==> config.mk <==
export PLATFORM = sky130hd
export DESIGN_NAME = arxpc_cfg
export DESIGN_NICKNAME = d
export VERILOG_FILES = /design/src/hdl/arxpc_pkg.sv /design/src/hdl/arxpc_cfg.sv
export SDC_FILE = /design/constraint.sdc
export NUM_CORES = 1
export LEC_CHECK = 0
export BUFFER_PORTS_ARGS = -buffer_cell sky130_fd_sc_hd__buf_2
export CAP_MARGIN = 25
export CELL_PAD_IN_SITES_DETAIL_PLACEMENT = 1
export CELL_PAD_IN_SITES_GLOBAL_PLACEMENT = 1
export CORE_UTILIZATION = 44
export DETAILED_ROUTE_END_ITERATION = 12
export MAX_ROUTING_LAYER = met4
export PLACE_DENSITY_LB_ADDON = 0.1
export SYNTH_ARGS = -nofsm -noshare
export SYNTH_HDL_FRONTEND = slang
export SYNTH_SLANG_ARGS = --single-unit
export TNS_END_PERCENT = 1
==> constraint.sdc <==
create_clock -name clk -period 1.2 [get_ports clk]
set_input_delay 0.12 -clock clk [delete_from_list [all_inputs] [get_ports clk]]
set_output_delay 0.12 -clock clk [all_outputs]
set_load 0.02 [all_outputs]
==> src/hdl/arxpc_pkg.sv <==
`timescale 1ns / 1ps
`default_nettype none
// ============================================================================
// arxpc_pkg
// Shared types, round constants, a rotation table, rotation helpers and the round function of
// the ARX rotational pair checker.
// ============================================================================
package arxpc_pkg;

    localparam int WORD_W     = 32;
    localparam int ROT_W      = 5;
    localparam int TBL_ROUNDS = 12;
    localparam int RIDX_W     = 4;
    localparam int CFG_IDX_W  = 3;

    typedef logic [WORD_W-1:0] word_t;

    typedef enum logic [CFG_IDX_W-1:0] {
        REG_CONST_SET      = 3'd0,
        REG_RX_ROTATION    = 3'd1,
        REG_IN_DIFF_LEFT   = 3'd2,
        REG_IN_DIFF_RIGHT  = 3'd3,
        REG_OUT_DIFF_LEFT  = 3'd4,
        REG_OUT_DIFF_RIGHT = 3'd5
    } cfg_reg_t;

    typedef struct packed {
        logic             const_set;
        logic [ROT_W-1:0] rx_rotation;
        word_t            in_diff_left;
        word_t            in_diff_right;
        word_t            out_diff_left;
        word_t            out_diff_right;
    } cfg_t;

    typedef struct packed {
        word_t l;
        word_t r;
        word_t pl;
        word_t pr;
    } lanes_t;

    localparam logic             RST_CONST_SET      = 1'b0;
    localparam logic [ROT_W-1:0] RST_RX_ROTATION    = 5'd3;
    localparam word_t            RST_IN_DIFF_LEFT   = 32'h7fff_fff8;
    localparam word_t            RST_IN_DIFF_RIGHT  = 32'h3fff_fffe;
    localparam word_t            RST_OUT_DIFF_LEFT  = 32'hb989_d417;
    localparam word_t            RST_OUT_DIFF_RIGHT = 32'h0347_a2a9;

    localparam word_t RC_TABLE [2][TBL_ROUNDS][2] = '{
        '{
            '{32'h00000000, 32'h4e381c1c}, '{32'h2aaaaaaa, 32'h36dbe492},
            '{32'h7fffffff, 32'h1236db6c}, '{32'h55555555, 32'h0763638e},
            '{32'h2aaaaaaa, 32'h1b6d4949}, '{32'h55555555, 32'h638ef1c7},
            '{32'h00000000, 32'h47638e39}, '{32'h2aaaaaaa, 32'h5236b6db},
            '{32'h55555555, 32'h4e381c1c}, '{32'h7fffffff, 32'h638eb1c7},
            '{32'h7fffffff, 32'h47638e39}, '{32'h3f2bb31e, 32'hb6c004cc}
        },
        '{
            '{32'h1c71c924, 32'h249cad47}, '{32'h49249c71, 32'h1249871c},
            '{32'h6db6c71c, 32'h5b127ffe}, '{32'h38e39249, 32'h152ad249},
            '{32'h638e36db, 32'h649cad55}, '{32'h1c71c7ff, 32'h471c9492},
            '{32'h36db6d55, 32'h63f1c71d}, '{32'h471c7249, 32'h36a4ff1c},
            '{32'h4924938e, 32'h5b6c8e47}, '{32'h2aab6db6, 32'h71c736db},
            '{32'h6db638e3, 32'h55b9c71d}, '{32'hfb3d2330, 32'hb6da4b61}
        }
    };

    localparam logic [ROT_W-1:0] ROT_TABLE [4][2] = '{
        '{5'd31, 5'd24}, '{5'd17, 5'd17}, '{5'd0, 5'd31}, '{5'd24, 5'd16}
    };

    function automatic word_t rot_r(input word_t w, input logic [ROT_W-1:0] k);
        logic [2*WORD_W-1:0] d;
        d = {w, w} >> k;
        return d[WORD_W-1:0];
    endfunction

    function automatic word_t rot_l(input word_t w, input logic [ROT_W-1:0] k);
        logic [2*WORD_W-1:0] d;
        d = {w, w} << k;
        return d[2*WORD_W-1:WORD_W];
    endfunction

    function automatic logic [2*WORD_W-1:0] alz_round(
        input word_t             x,
        input word_t             y,
        input logic              set,
        input logic [RIDX_W-1:0] idx
    );
        word_t x1;
        word_t y1;
        x1 = x + rot_r(y, ROT_TABLE[idx[1:0]][0]);
        y1 = y ^ rot_r(x1, ROT_TABLE[idx[1:0]][1]);
        return {x1 ^ RC_TABLE[set][idx][0], y1 ^ RC_TABLE[set][idx][1]};
    endfunction

endpackage
`default_nettype wire

==> src/hdl/arxpc_cfg.sv <==
`timescale 1ns / 1ps
`default_nettype none
// ============================================================================
// arxpc_cfg
// Configuration register file written through a plain indexed write port.
// ============================================================================
module arxpc_cfg (
    input  wire logic                             clk,
    input  wire logic                             rst_n,
    input  wire logic                             wr_en,
    input  wire logic [arxpc_pkg::CFG_IDX_W-1:0]  wr_index,
    input  wire logic [arxpc_pkg::WORD_W-1:0]     wr_data,
    output arxpc_pkg::cfg_t                       cfg
);
    import arxpc_pkg::*;

    cfg_t cfg_reg;
    cfg_t cfg_next;

    always_comb
    begin
        cfg_next = cfg_reg;
        if (wr_en)
        begin
            unique case (cfg_reg_t'(wr_index))
                REG_CONST_SET:      cfg_next.const_set      = wr_data[0];
                REG_RX_ROTATION:    cfg_next.rx_rotation    = wr_data[ROT_W-1:0];
                REG_IN_DIFF_LEFT:   cfg_next.in_diff_left   = wr_data;
                REG_IN_DIFF_RIGHT:  cfg_next.in_diff_right  = wr_data;
                REG_OUT_DIFF_LEFT:  cfg_next.out_diff_left  = wr_data;
                REG_OUT_DIFF_RIGHT: cfg_next.out_diff_right = wr_data;
                default:            cfg_next = cfg_reg;
            endcase
        end
    end

    always_ff @(posedge clk or negedge rst_n)
    begin
        if (!rst_n)
        begin
            cfg_reg.const_set      <= RST_CONST_SET;
            cfg_reg.rx_rotation    <= RST_RX_ROTATION;
            cfg_reg.in_diff_left   <= RST_IN_DIFF_LEFT;
            cfg_reg.in_diff_right  <= RST_IN_DIFF_RIGHT;
            cfg_reg.out_diff_left  <= RST_OUT_DIFF_LEFT;
            cfg_reg.out_diff_right <= RST_OUT_DIFF_RIGHT;
        end
        else
        begin
            cfg_reg <= cfg_next;
        end
    end

    assign cfg = cfg_reg;

endmodule
`default_nettype wire

# ---- Yosys cells after proc, flatten, opt, wreduce, memory -nomap -nowiden
# Cells that the tools add are included.
dict set report op_classes {
  n_eq_ne 5
  n_reduce_logical 7
}
# operator n
set op_table {}
lappend op_table {{$reduce_and A2 Y1} 6}
lappend op_table {{$eq A3 B2 Y1 const B} 2}
lappend op_table {{$eq A3 B3 Y1 const B} 2}
lappend op_table {{$eq A3 B1 Y1 const B} 1}
lappend op_table {{$logic_not A3 Y1} 1}
dict set report word_totals {
  register_bits 134
  input_bits 38
  out_inout_bits 134
  word_cells 18
}

# ---- Logic depth before layout (Yosys ltp)
# Gate-level depths: netlist of run 1.
dict set report depth {
  ltp_word 2
  depth_mapped 4
  depth_no_buf 2
}

# ---- Worst setup path before layout of run 1
# Ideal clock, no wire load.
dict set report synth_path {
  kind {input-to-reg}
  startpoint {in wr_index[1] (netlist bit)}
  endpoint {reg cfg_reg (netlist bit cfg[35])}
  setup_ns 0.127
  arrival_time_ns 0.999
  t_required_ns 1.073
  setup_slack_ns 0.074
  path_stages 4
  n_path_buf 2
  cell_sequence {nor4bb_1 -> buf_2 -> buf_6 -> mux2_1}
}
dict set report synth_via {
  elab_chain_cells 2
}
# item line_no
set synth_lines {}
lappend synth_lines {{start: declaration} arxpc_cfg.sv:11} ;# input wire logic [arxpc_pkg::CFG_IDX_W-1:0] wr_index,
lappend synth_lines {{$eq A3 B3 Y1} arxpc_cfg.sv:25} ;# unique case (cfg_reg_t'(wr_index))
lappend synth_lines {{$reduce_and A2 Y1 (no source line)} n/a}
lappend synth_lines {{end signal: assignment} arxpc_cfg.sv:50} ;# cfg_reg <= cfg_next;
lappend synth_lines {{end: declaration} arxpc_cfg.sv:17} ;# cfg_t cfg_reg;
# No other way between the ends.
# A chain may end at the register's enable or synchronous reset.

# ---- Worst setup path after layout of run 1
dict set report layout_path {
  startpoint {reg cfg_reg (netlist bit cfg[22])}
  endpoint {out cfg[22] (netlist bit)}
}
# item line_no
set layout_lines {}
lappend layout_lines {{end: declaration} arxpc_cfg.sv:13} ;# output arxpc_pkg::cfg_t cfg
# No word-level cell between the ends.

==> results.md, run 1 <==
- RSZ-0062 raised after global routing: yes
- Post-route clock period utilization: 101%
- Ports: roughly 170
- Routed wire length: approximately 14 mm
- Adder-cell area share of the yosys netlist: 0%
- Area growth, synth to finish: 48.3%
- Largest cells by area after synthesis: dfstp_2 (45%), dfrtp_1 (22%), mux2_2 (22%)
- Final Util: between 60 and 70%
- Die ar.: between 10,000 and 15,000 sq um
- Seq. cell area: about 3500 sq um
- Multi-input combinational cell area: ~1600 sq um
- CP startpoint: cfg[22]$_DFFE_PN1P_
- Commonest non-fill, non-tap cells in the layout: mux2_2 (102), dfstp_2 (88), buf_6 (88), buf_2 (82), dfrtp_1 (46)
- Maximum clock frequency: slightly above 0.8 GHz
- Filler Cells Inserted: about 1,000
- Final RePlAce weighted congestion: ~0.70
- Post-detail-place hpwl: approximately 8.1 mm
- WP buf/inv: 1
- Fin. max-slew vios: 0
- Seq cells post-synth: between 100 and 150
- Max reg flops: 134
- Final setup fails: 4
- CP Max Fanout: 2
- Area of the mapped netlist: approximately 5000 sq um
- CP top delay family: flip-flops
- Post-Synth XOR/XNOR Area: 0%
- Htree depth: 4
- Peak supply drop: 1.29 mV
- Max clock buf depth: 2
- Failing checks: negative setup slack
- R2r startpoint: cfg[53]$_DFFE_PN0P_
- Clock-pin slew on the worst setup and hold paths: around 60 ps
- GR Util All Layers: between 20% and 30%
- Largest family of logic cells by synthesized area: multiplexers
- DRC Markers: 0
- Dpl cells: 600
- CTS tree: done
- FP Rows: 39
- Final Hold Viols: 0
- Worst skew pair latency: 410 ps
- Nets@finish: around 550
- Vias per inst: ~5
- DRT antenna net count: 0
- Worst setup margin: -6.72 ps
- TritonCTS buffer count: 17
- First-pass GRT wire length: ~21 mm
- Proportion of synthesized chip area in sequential cells: between 60 and 70%
- LEAKAGE: ~0.0034 uW
- Mapped Cells: 288
- Vias in the first global route: 3,684
- # clock sinks: 134
- Slew @ Worst Pin: roughly 400 ps
- Hold WS: roughly 23 ps
- R2R Setup Slk: roughly 360 ps
- Critical path depth: 1
- Most common cell after layout, fill and taps aside: mux2_2
- WL/cell: between 20 and 25 um
- Worst-path cell chain: buf_6
- R2R Path End: cfg[53]$_DFFE_PN0P_
- Crit path to: cfg[22]
- Min Tclk post-route: between 1000 and 1500 ps
- Die Height: ~110 um
- Cell Count, Final, Fillers Out: approximately 660
- # port buffers: between 150 and 200
- Yosys top cell by area: dfstp_2
- Final setup skew: 0 ps
- Root buf cell: clkbuf_16
- Top-area cell type share of the netlist area: 45.1%
- Critical Path Slowest Stage Cell: dfstp_2
- Initial Util: 45.1%
- Share of post-route cells with drive strength above 1: 76.2%
- Final instance area: 7610 sq um
- Post-Synth Simple-Gate Area: 1.20%
- Max_cap viols: 0
- Worst Setup Path Type: flip-flop to output pin
- Worst R2R Path Depth: 1
- Synth cell types: 12
- Core area: approximately 11,000 sq um
- Run status: finished with violations
- Initial antenna violation count: 0
- Yosys warns: 0
- Initial DRT Pass Iterations: 4
- Largest net degree at the start of global routing: between 70 and 80
- Cell Pwr Density: roughly 2100 nW/um^2
- Critical path arrival: 1090 ps
- Via count: between 3,000 and 4,000
- Grt total ovfl: 0
- 1st-iter DRT viols: about 130
- Worst path max stage delay: around 550 ps
- Synthesized Nets: roughly 330
- Headroom to the max-slew limit: about three quarters
- Syn Area/Cell: 17.8 sq um
- Critical Path RT: roughly 1100 ps
- Area after DPL: 6230 sq um
- Mux cell area share after synthesis: 29.4%
- Compound-Gate Fraction of Synth Area: 0%
- Endpoint class of the critical path: output pin
- Worst setup SP type: flip-flop
- HP Class: input pin to flip-flop
- Chip width: ~110 um
- Tot Pwr: around 16,000 uW
worst min-delay path by stage:
stage / start / to / slack (ps) / cells after the start
2_1_floorplan: rst_n / cfg[10]$_DFFE_PN0P_ / -180 / 0
3_3_place_gp: rst_n / cfg[29]$_DFFE_PN0P_ / -70 / 1
3_5_place_dp: rst_n / cfg[29]$_DFFE_PN0P_ / -70 / 1
4_1_cts: wr_data[0] / cfg[96]$_DFFE_PN0P_ / 6 / 2
5_1_grt: wr_data[0] / cfg[96]$_DFFE_PN0P_ / 30 / 2
6_report: wr_data[0] / cfg[96]$_DFFE_PN0P_ / 20 / 2
layout make-up:
class	instances	area share, %
flip-flops and latches	134	45.5
repair buffers	215	24.6
multi-input cells	140	20.8
clock buffers	31	6.68
well taps	143	2.35
diodes	1	0.0329
synthesized netlist by cell type (all sizes together):
master and n:
dfstp 88, nor4b 1, nand4b 2, dfrtp 46, and4bb 2, buf 14, nor4bb 1, mux2 134
power breakdown:
part | internal, uW | total (uW) | switching, uW | leakage, uW
Sequential | 6010 | 6690 | 675 | 0.00148
Combinational | 2290 | 4590 | 2300 | 0.00167
Clock | 2800 | 4560 | 1760 | 0.000244
Total | 11100 | 15800 | 4740 | 0.00339
per-layer routing:
layer / global-route usage (%) / vias to the layer above / wire (um)
met5: - / - / 0
met4: 9.90 / 0 / 246
met3: 7.35 / 19 / 822
met2: 41.7 / 115 / 7180
met1: 27.0 / 1733 / 5260
li1: - / 1475 / -
metrics by stage:
step           worst slack, ps  TNS (ps)
2_1_floorplan             73.6         0
3_3_place_gp              -128     -7050
3_5_place_dp              -192    -11880
4_1_cts                  -16.6      -269
5_1_grt                  -38.8     -1180
6_report                 -6.72     -12.6
logic make-up after synthesis:
logic type,after synthesis
simple gates,6
mux,134
flops,134
buf+inv,14
what timing repair did:
item,CTS,global route
hold buffers,32,0
endpoints found under the hold margin,158,0
buffers inserted,0,0
setup endpoints to repair,88,85
resized for setup,172,4
pin swaps,0,0
Note: power is estimated with default switching activity, not from simulation.
==> run 2, diff against run 1 <==
ABC_AREA = 0   (was unset)
PLACE_DENSITY = 0.88   (was unset)
PLACE_DENSITY_LB_ADDON = unset   (was 0.1)
==> results.md, run 2 (synthesis results as in run 1) <==
- Endpoint class of the critical path: output pin (unchanged)
- Most common cell after layout, fill and taps aside: mux2_2 (unchanged)
- Critical path depth: 1 (unchanged)
- Hold_sp: wr_data[1] (was wr_data[0])
- Die ar.: 12,100 sq um (unchanged)
- GR peak layer: met2 (unchanged)
- CP startpoint: cfg[72]$_DFFE_PN1P_ (was cfg[22]$_DFFE_PN1P_)
- R2R Path End: cfg[91]$_DFFE_PN1P_ (was cfg[53]$_DFFE_PN0P_)
- Initial DRT Pass Iterations: 4 (unchanged)
- Slew @ Worst Pin: 547 ps (was 403 ps)
- Switching portion of total power: 30.6% (was 29.9%)
- Core area: 11,400 sq um (unchanged)
- Final Hold Viols: 0 (unchanged)
- DRT antenna net count: 0 (unchanged)
- Failing checks: negative setup slack (unchanged)
- WL/cell: 23.4 um (was 20.3 um)
- Combinational share of power: 28.0% (was 29.0%)
- Max reg flops: 134 (unchanged)
- Met1 GRT Util: 29.0% (was 27.0%)
- Ports: 172 (unchanged)
- Via count: 3,411 (was 3,342)
- # clock sinks: 134 (unchanged)
- Share of post-route cells with drive strength above 1: 78.9% (was 76.2%)
- Worst setup margin: -15.5 ps (was -6.72 ps)
- 1st-iter DRT viols: 91 (was 125)
- Commonest non-fill, non-tap cells in the layout: mux2_2 (102), dfstp_2 (88), buf_6 (88), buf_2 (82), dfrtp_1 (46) (unchanged)
- RSZ-0062 raised after global routing: yes (unchanged)
- Worst-path cell chain: buf_6 (unchanged)
- Pint: 11,800 uW (was 11,100 uW)
- GRT met2 Usage: 51.5% (was 41.7%)
- Worst path max stage delay: 560 ps (was 550 ps)
- Critical path arrival: 1100 ps (was 1090 ps)
- GR Util All Layers: 28.3% (was 24.5%)
- Htree depth: 4 (unchanged)
- Initial Util: 45.1% (unchanged)
- M3 GR Usage: 5.29% (was 7.35%)
- Sequential Power Share: 39.8% (was 42.2%)
- Nets@finish: 550 (was 546)
- Root buf cell: clkbuf_16 (unchanged)
- Switching pwr: 5200 uW (was 4740 uW)
- HP Class: input pin to flip-flop (unchanged)
- ANT cells: 0 (was 1)
- Run status: finished with violations (unchanged)
- Worst setup SP type: flip-flop (unchanged)
- Post-route clock period utilization: 101% (about the same)
- R2R Setup Slk: 320 ps (was 360 ps)
- Fin. max-slew vios: 0 (unchanged)
- R2r startpoint: cfg[91]$_DFFE_PN1P_ (was cfg[53]$_DFFE_PN0P_)
- Area growth, synth to finish: 51.7% (was 48.3%)
- Clock-pin slew on the worst setup and hold paths: 60 ps (about the same)
- Vias per inst: 5.11 (was 5.03)
- Initial antenna violation count: 0 (unchanged)
- Worst R2R Path Depth: 2 (was 1)
- TritonCTS buffer count: 17 (unchanged)
- FP Rows: 39 (unchanged)
- Final setup fails: 8 (was 4)
- Vias in the first global route: 4,022 (was 3,684)
- WP buf/inv: 1 (unchanged)
- CP top delay family: flip-flops (unchanged)
- Final Util: 68.4% (was 66.9%)
- Grt total ovfl: 0 (unchanged)
- Clk network pwr share: 32.2% (was 28.8%)
- Cell Count, Final, Fillers Out: 668 (was 664)
- Worst Setup Path Type: flip-flop to output pin (unchanged)
- WHS Endpoint: cfg[33]$_DFFE_PN1P_ (was cfg[96]$_DFFE_PN0P_)
- CP Max Fanout: 2 (unchanged)
- Critical Path RT: 1080 ps (about the same)
- Critical Path Slowest Stage Cell: dfstp_2 (unchanged)
- Routed wire length: 15.6 mm (was 13.5 mm)
- Chip width: 110 um (unchanged)
- Post-detail-place hpwl: 9.09 mm (was 8.13 mm)
- Largest net degree at the start of global routing: 37 (was 75)
- DRC Markers: 0 (unchanged)
- Final setup skew: 0 ps (unchanged)
- Max clock buf depth: 2 (unchanged)
- First-pass GRT wire length: 23.5 mm (was 20.5 mm)
- Headroom to the max-slew limit: 63.1% (was 73.1%)
- Min Tclk post-route: 1220 ps (was 1210 ps)
- Dpl cells: 602 (was 600)
- Maximum clock frequency: 0.823 GHz (was 0.829 GHz)
- Die Height: 110 um (unchanged)
- WHS Path Cells: 2 (unchanged)
- LEAKAGE: 0.00348 uW (was 0.00339 uW)
- Max_cap viols: 0 (unchanged)
- Worst skew pair latency: 400 ps (was 410 ps)
- Cell Pwr Density: 2180 nW/um^2 (was 2080 nW/um^2)
- # port buffers: 171 (unchanged)
- CTS tree: done (unchanged)
- Peak supply drop: 1.18 mV (was 1.29 mV)
- Final RePlAce weighted congestion: 0.746 (was 0.704)
## run 2: worst max-delay path by stage
| stage | end |
|---|---|
| 3_5_place_dp | cfg[50]$_DFFE_PN0P_ |
| 3_3_place_gp | cfg[50]$_DFFE_PN0P_ |
| 5_1_grt | cfg[72] |
| 2_1_floorplan | cfg[35]$_DFFE_PN0P_ |
| 6_report | cfg[72] |
| 4_1_cts | cfg[88] |
## run 2: layout make-up
class	count	area (sq um)
Fill cell	1016	3590
Sequential cell	134	3460
Timing Repair Buffer	219	1930
Multi-Input combinational cell	140	1590
Clock buffer	19	453
Tap cell	143	179
Clock inverter	13	170
## run 2: power by group through the flow
stage / logic, uW / clock network, uW / registers [uW]
3_3_place_gp: 3620 / 0 / 6470
6_report: 4750 / 5460 / 6750
3_5_place_dp: 3780 / 0 / 6580
5_1_grt: 5000 / 5720 / 6880
2_1_floorplan: 911 / 0 / 7830
4_1_cts: 4750 / 5530 / 6720
## run 2: repair_timing
item                                    CTS  global route
endpoints found under the setup margin   88            85
pin swaps                                 0             0
resized for setup                       176             0
buffers inserted                          4             0
hold buffers                             30             0
hold endpoints to repair                149             0
## run 2: stage by stage
| step | hold WS [ps] | setup TNS, ps | total power, uW | worst slack, ps | instance area [sq um] |
|---|---|---|---|---|---|
| floorplan | -176 | 0 | 8740 | 73.6 | 5130 |
| global placement | 64.7 | -6100 | 10100 | -119 | 6280 |
| detailed placement | 77.4 | -9910 | 10400 | -166 | 6280 |
| CTS | 2.88 | -717 | 17000 | -26.5 | 7780 |
| global route | 28.5 | -1470 | 17600 | -39.9 | 7780 |
| finish | 21.3 | -40.8 | 17000 | -15.5 | 7780 |
## run 2: per-layer routing
metal  share of wire [%]  vias up
met2                  56      128
li1                    -     1483
met3                 4.0       33
met1                  36     1767
met4                 3.2        0
met5                   0        -
